[src/bdtt_pkg.sv]
`timescale 1ns / 1ps
`default_nettype none

package bdtt_pkg;

    typedef struct packed {
        logic               action;
        logic [47:0]        mac;
        logic signed [7:0]  rssi;
        logic [1:0]         addr_type;
        logic [31:0]        time_ms;
        logic [1:0]         mfr_len;
        logic [15:0]        company_id;
        logic [7:0]         mfr_subtype;
        logic [5:0]         read_index;
    } in_t;

    typedef struct packed {
        logic [2:0]         status;
        logic [5:0]         entry_index;
        logic [6:0]         entry_total;
        logic [47:0]        out_mac;
        logic signed [7:0]  out_rssi;
        logic [1:0]         out_addr_type;
        logic [31:0]        out_last_seen;
        logic               out_tracker;
    } out_t;

    typedef struct packed {
        logic [47:0]        mac;
        logic signed [7:0]  rssi;
        logic [1:0]         addr_type;
        logic [31:0]        last_seen;
        logic               tracker;
    } entry_t;

    // controller to datapath
    typedef struct packed {
        logic start;
        logic scan;
        logic emit_read;
        logic emit_update;
        logic emit_append;
    } cmd_t;

    // datapath to controller
    typedef struct packed {
        logic in_read;
        logic pend;
        logic match;
        logic more;
        logic out_free;
    } sts_t;

    localparam logic       ACT_READ     = 1'b1;

    localparam logic [2:0] ST_UPDATED   = 3'd0;
    localparam logic [2:0] ST_INSERTED  = 3'd1;
    localparam logic [2:0] ST_FULL      = 3'd2;
    localparam logic [2:0] ST_READ_OK   = 3'd3;
    localparam logic [2:0] ST_READ_MISS = 3'd4;

    localparam logic [15:0] CID_PRIMARY   = 16'h004C;
    localparam logic [7:0]  SUB_PRIMARY   = 8'h12;
    localparam logic [15:0] CID_SECONDARY = 16'h000D;
    localparam logic [1:0]  MFR_LEN_ID    = 2'd2;
    localparam logic [1:0]  MFR_LEN_SUB   = 2'd3;

endpackage

`default_nettype wire

[src/bdtt_ctrl.sv]
`timescale 1ns / 1ps
`default_nettype none

module bdtt_ctrl (
    input  wire logic          aclk,
    input  wire logic          aresetn,
    input  wire logic          s_valid,
    output logic               s_ready,
    input  wire bdtt_pkg::sts_t sts,
    output bdtt_pkg::cmd_t     cmd
);

    typedef enum logic [4:0] {
        S_IDLE   = 5'b00001,
        S_READ   = 5'b00010,
        S_SEARCH = 5'b00100,
        S_UPDATE = 5'b01000,
        S_APPEND = 5'b10000
    } state_t;

    state_t state_reg;
    state_t state_next;

    always_ff @(posedge aclk) begin
        if (!aresetn) begin
            state_reg <= S_IDLE;
        end else begin
            state_reg <= state_next;
        end
    end

    always_comb begin
        cmd        = '0;
        state_next = state_reg;
        case (state_reg)
            S_IDLE: begin
                if (s_valid) begin
                    cmd.start  = 1'b1;
                    state_next = sts.in_read ? S_READ : S_SEARCH;
                end
            end
            S_READ: begin
                if (sts.out_free) begin
                    cmd.emit_read = 1'b1;
                    state_next    = S_IDLE;
                end
            end
            S_SEARCH: begin
                // compare the entry read last cycle, fetch the next one
                if (sts.pend && sts.match) begin
                    state_next = S_UPDATE;
                end else if (sts.pend && sts.more) begin
                    cmd.scan = 1'b1;
                end else begin
                    state_next = S_APPEND;
                end
            end
            S_UPDATE: begin
                if (sts.out_free) begin
                    cmd.emit_update = 1'b1;
                    state_next      = S_IDLE;
                end
            end
            S_APPEND: begin
                if (sts.out_free) begin
                    cmd.emit_append = 1'b1;
                    state_next      = S_IDLE;
                end
            end
            default: begin
                state_next = S_IDLE;
            end
        endcase
    end

    assign s_ready = (state_reg == S_IDLE);

    a_start_leaves_idle: assert property (@(posedge aclk) disable iff (!aresetn)
        cmd.start |=> state_reg != S_IDLE)
        else $error("controller stayed idle after taking a beat");

    a_scan_needs_pend: assert property (@(posedge aclk) disable iff (!aresetn)
        cmd.scan |-> sts.pend && !sts.match)
        else $error("scan advanced past a match or without a pending compare");

    a_single_emit: assert property (@(posedge aclk) disable iff (!aresetn)
        $onehot0({cmd.emit_read, cmd.emit_update, cmd.emit_append, cmd.start}))
        else $error("more than one emit or start in a cycle");

endmodule

`default_nettype wire

[config.mk]
export PLATFORM = sky130hd
export DESIGN_NAME = bdtt_ctrl
export DESIGN_NICKNAME = d
export VERILOG_FILES = /design/src/bdtt_pkg.sv /design/src/bdtt_ctrl.sv
export SDC_FILE = /design/constraint.sdc
export NUM_CORES = 1
export LEC_CHECK = 0
export ABC_AREA = 1
export BUFFER_PORTS_ARGS = -buffer_cell sky130_fd_sc_hd__buf_2
export CELL_PAD_IN_SITES_DETAIL_PLACEMENT = 1
export CELL_PAD_IN_SITES_GLOBAL_PLACEMENT = 2
export CORE_AREA = 8 8 51 53
export DETAILED_ROUTE_END_ITERATION = 12
export DIE_AREA = 0 0 59 61
export PLACE_DENSITY = 0.77
export SYNTH_ARGS = -nofsm -noshare
export SYNTH_HDL_FRONTEND = slang
export SYNTH_SLANG_ARGS = --single-unit
[constraint.sdc]
create_clock -name aclk -period 1.4 [get_ports aclk]
set_input_delay 0.14 -clock aclk [delete_from_list [all_inputs] [get_ports aclk]]
set_output_delay 0.14 -clock aclk [all_outputs]
set_load 0.02 [all_outputs]
### Word level (Yosys, flattened, before mapping)

Index checks and enable logic that the tools add are counted.

* equality and inequality tests: 8
* reductions and logical operators: 4
* muxes and demuxes: 15

Operators with widths (number)
* $mux 5: 4
* $pmux 5 s3: 1
* $mux 1: 9
* $eq 5x1->1 const B: 1
* $eq 5x2->1 const B: 1
* $eq 5x3->1 const B: 1
* $eq 5x4->1 const B: 1
* $eq 5x5->1 const B: 1
* $mux 3: 1
* $ne 3x3->1 const B: 1
* $reduce_and 3->1: 1
* $reduce_or 3->1: 1
* $logic_and 1x1->1: 2
* $ne 2x1->1 const B: 1
* $ne 2x2->1 const B: 1

* word-level logic and storage cells: 28
* bits in registers: 5
* input bits: 8
* output and inout port bits: 6

### Logic depth before layout (Yosys ltp)

Gate-level depths: netlist of run 1.

* depth after elaboration: 4
* mapped depth: 8
* depth with buffers taken out: 8

### Least setup slack after synthesis of run 1

OpenSTA, ideal clock, no wires.

* path type: register -> output
* start: register state_reg[2]
* end: output cmd[3] (netlist bit)
* slack: 0.254 ns
* path buffers: 0
* arrival time: 1.006 ns
* data required time: 1.260 ns
* stages on the path, launching flop included: 7
* cells stage by stage: dfxtp_1 > inv_1 > nor2_1 > nand3_1 > inv_1 > nand2_1 > nor2_1

RTL lines
* start: declaration: RTL line bdtt_ctrl.sv:21 `state_t state_reg;`
* start signal: assignment: RTL line bdtt_ctrl.sv:28 `state_reg <= state_next;`
* end: declaration: RTL line bdtt_ctrl.sv:10 `output bdtt_pkg::cmd_t cmd`

==> results.txt, run 1 <==
Power Density: 2130 mW/mm^2
first-pass GRT wire length: 1.92 mm
CP Max Fanout: 4
post-layout worst setup margin: 0.0297 ns
most frequent cells in the layout: 10 x nor2_1, 10 x nand3_1, 10 x buf_2, 8 x nand2_1, 7 x inv_1
largest cells by area after synthesis: dfxtp_1 27%, nand3_1 15%, nor2_1 12%
hpwl dp: 849 um
Critical Path End Type: primary output
FP Rows: 16
Seq/Total Area, Yosys: 27.2%
htree depth: 1
clock sinks: 5
GRT overflow: 0
core footprint: 0.00184 mm^2
max cap viols: 0
critical path startpoint category: flop
post-synth top area cell: dfxtp_1
Arr. time, crit path: 1.23 ns
Die Height: 61 um
Pwr Total: 1.21 mW
worst-skew pair later-pin latency: 0.25 ns
max reg flops: 5
Worst Tran Pin Value: 0.216 ns
Setup Slack @ Placement: 0.136 ns
CTS clk-pin slew, worst paths: 0.04 ns
router iterations before antenna repair: 1
synthesis-to-layout area growth: 53.7%
global-route usage over all layers: 7.08%
Critical Path Start: state_reg[2]
max frequency: 730 MHz
Hold WS: 0.157 ns
crit share post-route: 97.9%
die area: 0.00360 mm^2
vias post-DR: 460
Hold Path Origin: aresetn
Leakage: 0.289 nW
overall routed net length: 1.13 mm
Synth Warn #: 0
fillers: 264
IO Port Bufs: 13
Longest Clk Path Bufs: 2
DRT antenna net count: 0
layout cell share with drive strength beyond 1: 46.9%
shortest period the worst path allows: 1.37 ns
number of global-route vias before repair: 477
Tightest Hold Check Type: input pin to flop
Util after Layout: 30.7%
share of the synthesized area in the top cell type: 27.2%
synthesized area per cell: 5.93 um^2
Yosys cell types: 13
Seq cells post-synth: 5
Critical Path RT: 1.26 ns
Worst R2R Start: state_reg[1]
fin. max-slew vios: 0
RSZ-0062 raised after global routing: true
root buffer cell: clkbuf_4
Diodes inserted: 0
final setup fails: 0
worst vdd ir: 1100 uV
post-synthesis net count: 70
largest net degree at the start of global routing: 10
final hold vios: 0
Setup CP Type: flop to primary output
GP Congestion: 0.735
Vias/cell: 4.26
outcome: finished, final reports clean
Slew headroom: 85.6%
Clock Skews: 0.00361 ns
Iteration-0 DRC Markers: 0
Placed Instance Area: 467 um^2
Synth Instances: 62
IO Count: 14
WL/cell: 10.5 um
Synth Cell Area: 368 um^2
Die W: 59 um
Initial Util: 20.0%
Num CTS Buffers: 3
Nets: 90
final instance area: 566 um^2
CTS tree: yes
initial antenna violation count: 0
Residual DRC: 0
Hold-fix buffers, CTS: 0
-- where the power goes --
group	internal [mW]	switching, mW	leakage [nW]
clock network	0.108	0.0644	0.0150
logic	0.288	0.437	0.232
registers	0.221	0.0884	0.0424
-- critical path: stages, from the launching register on --
cell and delay [ns]:
dfxtp_4 0.37, inv_2 0.04, nor2_2 0.10, nand3_2 0.10, inv_2 0.08, nand2_2 0.06, nor2_2 0.11, buf_6 0.12
-- synthesized netlist by cell type --
cell type	number
nor2_1	12
nand3_1	11
inv_1	10
nand2_1	9
dfxtp_1	5
nor2_2	5
a21oi_1	4
nand2_2	1
nand3_2	1
nand4_1	1
nor2_4	1
o21ai_0	1
or2_0	1
-- cells by family after synthesis --
kind of cell / count (synthesis) / share of synthesized area [%]
AND/OR/NAND/NOR: 42 / 55.8
buffers and inverters: 10 / 10.2
AO/OA/AOI/OAI: 5 / 6.80
flip-flops: 5 / 27.2
-- metal layers --
| metal | vias to the layer above | global-route usage [%] | wire length (um) |
|---|---|---|---|
| met3 | 2 | 2.33 | 76 |
| met5 | - | 0 | 0 |
| met4 | 0 | 7.17 | 24 |
| met2 | 17 | 11.4 | 541 |
| met1 | 209 | 6.98 | 489 |
| li1 | 232 | - | - |
-- layout make-up --
cell class / count / area [um^2] / share of cell area (%)
repair buffers: 15 / 91.3 / 16.2
clock buffers: 4 / 26.3 / 4.65
well taps: 27 / 33.8 / 5.97
inverters: 10 / 37.5 / 6.64
multi-input cells: 47 / 269 / 47.6
flip-flops and latches: 5 / 108 / 19.0
-- final timing paths --
check | to | slack, ns | depth (start not counted)
max reg2reg | state_reg[2] | 0.17 | 7
min | state_reg[1] | 0.16 | 3
max | cmd[3] | 0.03 | 7
min reg2reg | state_reg[4] | 0.53 | 2
-- repair_timing --
item,4_1_cts,5_1_grt
endpoints found under the setup margin,1,9
hold endpoints to repair,0,0
pin swaps,1,2
gates resized for setup,4,17
setup buffers,1,1
-- metrics by stage --
stage | TNS [ns] | std cells
after global routing | -0.0324 | 108
after global placement | 0 | 102
final | 0 | 108
after floorplan | 0 | 62
after detailed placement | 0 | 102
after CTS | 0 | 107
Note: power is estimated with default switching activity, not from simulation.
==> run 2: changes to the inputs <==
--- a/config.mk
+++ b/config.mk
@@ -9,10 +9,11 @@
 export BUFFER_PORTS_ARGS = -buffer_cell sky130_fd_sc_hd__buf_2
 export CELL_PAD_IN_SITES_DETAIL_PLACEMENT = 1
 export CELL_PAD_IN_SITES_GLOBAL_PLACEMENT = 2
-export CORE_AREA = 8 8 51 53
+export CORE_AREA = 8 8 49 51
+export CTS_BUF_LIST = sky130_fd_sc_hd__clkbuf_2 sky130_fd_sc_hd__clkbuf_4 sky130_fd_sc_hd__clkbuf_8
 export DETAILED_ROUTE_END_ITERATION = 12
-export DIE_AREA = 0 0 59 61
-export PLACE_DENSITY = 0.77
+export DIE_AREA = 0 0 57 59
+export PLACE_DENSITY = 0.83
 export SYNTH_ARGS = -nofsm -noshare
 export SYNTH_HDL_FRONTEND = slang
 export SYNTH_SLANG_ARGS = --single-unit
==> results.txt, run 2 (synthesis gave the netlist of run 1 again) <==
outcome: finished, final reports clean
CP peak stage delay: 0.35 ns (-0.02 ns)
CP Max Fanout: 4 (unchanged)
final setup TNS: 0 ns (unchanged)
fin. max-slew vios: 0 (unchanged)
Critical Path Slowest Stage Cell: dfxtp_2
router iterations before antenna repair: 3 (+2)
GRT overflow: 0 (unchanged)
Placed Instance Area: 454 um^2 (-2.7%)
worst vdd ir: 940 uV (-14%)
Iteration-0 DRC Markers: 1 (+1)
Diodes inserted: 0 (unchanged)
clock sinks: 5 (unchanged)
global-route usage over all layers: 6.84% (-0.24 points)
core footprint: 0.00165 mm^2 (-10%)
htree depth: 1 (unchanged)
final instance area: 510 um^2 (-9.7%)
Clock Skews: 0.00247 ns (-0.00114 ns)
Worst Tran Pin Value: 0.207 ns (-0.00963 ns)
number of global-route vias before repair: 462 (-3.1%)
CP top delay family: flip-flops
max reg flops: 5 (unchanged)
RSZ-0062 raised after global routing: true
GP Congestion: 0.668 (-9.1%)
Setup Slack @ Placement: 0.152 ns (+0.0154 ns)
crit path cell chain: inv_1 -> nor2_2 -> nand3_2 -> inv_2 -> nand2_1 -> nor2_1 -> buf_4
most frequent cells in the layout: 12 x buf_2, 11 x nor2_1, 10 x nand3_1, 9 x inv_1, 9 x nand2_1
IO Port Bufs: 13 (unchanged)
critical path startpoint category: flop
hpwl dp: 816 um (-3.9%)
die area: 0.00336 mm^2 (-6.6%)
Critical Path End Type: primary output
Vias/cell: 4.53 (+6.3%)
Die W: 57 um (-3.4%)
FP Rows: 15 (-1)
Hold-fix buffers, CTS: 0 (unchanged)
max frequency: 757 MHz (+3.7%)
Arr. time, crit path: 1.18 ns (-0.05 ns)
non-filler cells, final: 97 (-10%)
CTS tree: yes
CP Buf/Inv Count: 3 (unchanged)
Hold WS: 0.164 ns (+0.00708 ns)
root buffer cell: clkbuf_4
vias post-DR: 439 (-4.6%)
post-layout worst setup margin: 0.0787 ns (+0.0490 ns)
overall routed net length: 1.01 mm (-11%)
final setup fails: 0 (unchanged)
Initial Util: 22.3% (+2.3 points)
layout cell share with drive strength beyond 1: 40.0% (-6.9 points)
synthesis-to-layout area growth: 38.8%
CTS clk-pin slew, worst paths: 0.04 ns (about the same)
Num CTS Buffers: 3 (unchanged)
most common cell after layout, fill and taps aside: buf_2
Slew headroom: 86.2% (+0.64 points)
DRT antenna net count: 0 (unchanged)
placed cells: 92 (-9.8%)
Critical Path RT: 1.26 ns (about the same)
Die Height: 59 um (-3.3%)
Longest Clk Path Bufs: 2 (unchanged)
final hold vios: 0 (unchanged)
Setup CP Type: flop to primary output
largest net degree at the start of global routing: 10 (unchanged)
max cap viols: 0 (unchanged)
WL/cell: 10.4 um (-0.77%)
initial antenna violation count: 0 (unchanged)
Nets: 89 (-1.1%)
IO Count: 14 (unchanged)
worst-skew pair later-pin latency: 0.24 ns (about the same)
Power Density: 2160 mW/mm^2 (+1.5%)
Tightest Hold Check Type: input pin to flop
Residual DRC: 0 (unchanged)
Leakage: 0.275 nW (-4.8%)
first-pass GRT wire length: 1.77 mm (-7.9%)
crit share post-route: 94.4% (-3.5 points)
shortest period the worst path allows: 1.32 ns (-0.0490 ns)
fillers: 238 (-9.8%)
-- run 2: changes by cell type in the layout (fill, tap and decap cells not counted), sizes merged --
cell / delta
buf: -1
-- run 2: per-stage QoR --
step,util [%],power [mW]
5_1_grt,30.9,1.23
3_5_place_dp,27.5,0.888
6_report,30.9,1.10
2_1_floorplan,-,0.740
3_3_place_gp,27.5,0.882
4_1_cts,30.3,1.10
-- run 2: where the power goes --
part	switching (mW)	total, mW	leakage, nW	internal, mW
Clock	0.0579	0.185	0.0184	0.127
Sequential	0.0714	0.284	0.0417	0.213
Combinational	0.395	0.635	0.215	0.240
Total	0.524	1.10	0.275	0.580
-- run 2: worst paths after layout --
kind	start	end	slack, ns	depth (start not counted)
max	state_reg[2]	cmd[3]	0.08	7
min	aresetn	state_reg[1]	0.16	3
max reg2reg	state_reg[2]	state_reg[4]	0.12	8
min reg2reg	state_reg[2]	state_reg[2]	0.51	2
-- run 2: final cells by class --
| cell class | count | area [um^2] | share of cell area, % |
|---|---|---|---|
| Clock buffer | 4 | 30.0 | 5.88 |
| Inverter | 10 | 37.5 | 7.35 |
| Multi-Input combinational cell | 47 | 243 | 47.5 |
| Sequential cell | 5 | 104 | 20.3 |
| Tap cell | 17 | 21.3 | 4.17 |
| Timing Repair Buffer | 14 | 75.1 | 14.7 |
-- run 2: worst register-to-register path, delay by kind of cell (launching register included) --
kind,cells,cell delay [ns]
and+or+nand+nor,5,0.45
DFF,1,0.35
buffers and inverters,2,0.20
AOI/OAI and AO/OA,1,0.16
-- run 2: timing repair --
action	in CTS	in global routing
pin swaps	2	1
setup buffers	1	0
resized for setup	3	5
setup endpoints to repair	1	5
-- run 2: layer usage --
layer	GRT usage, %	up-vias	share of wire, %
met3	2.58	2	8.2
li1	-	232	-
met5	0	-	0
met2	9.77	15	45
met1	6.99	190	43
met4	8.05	0	3.6
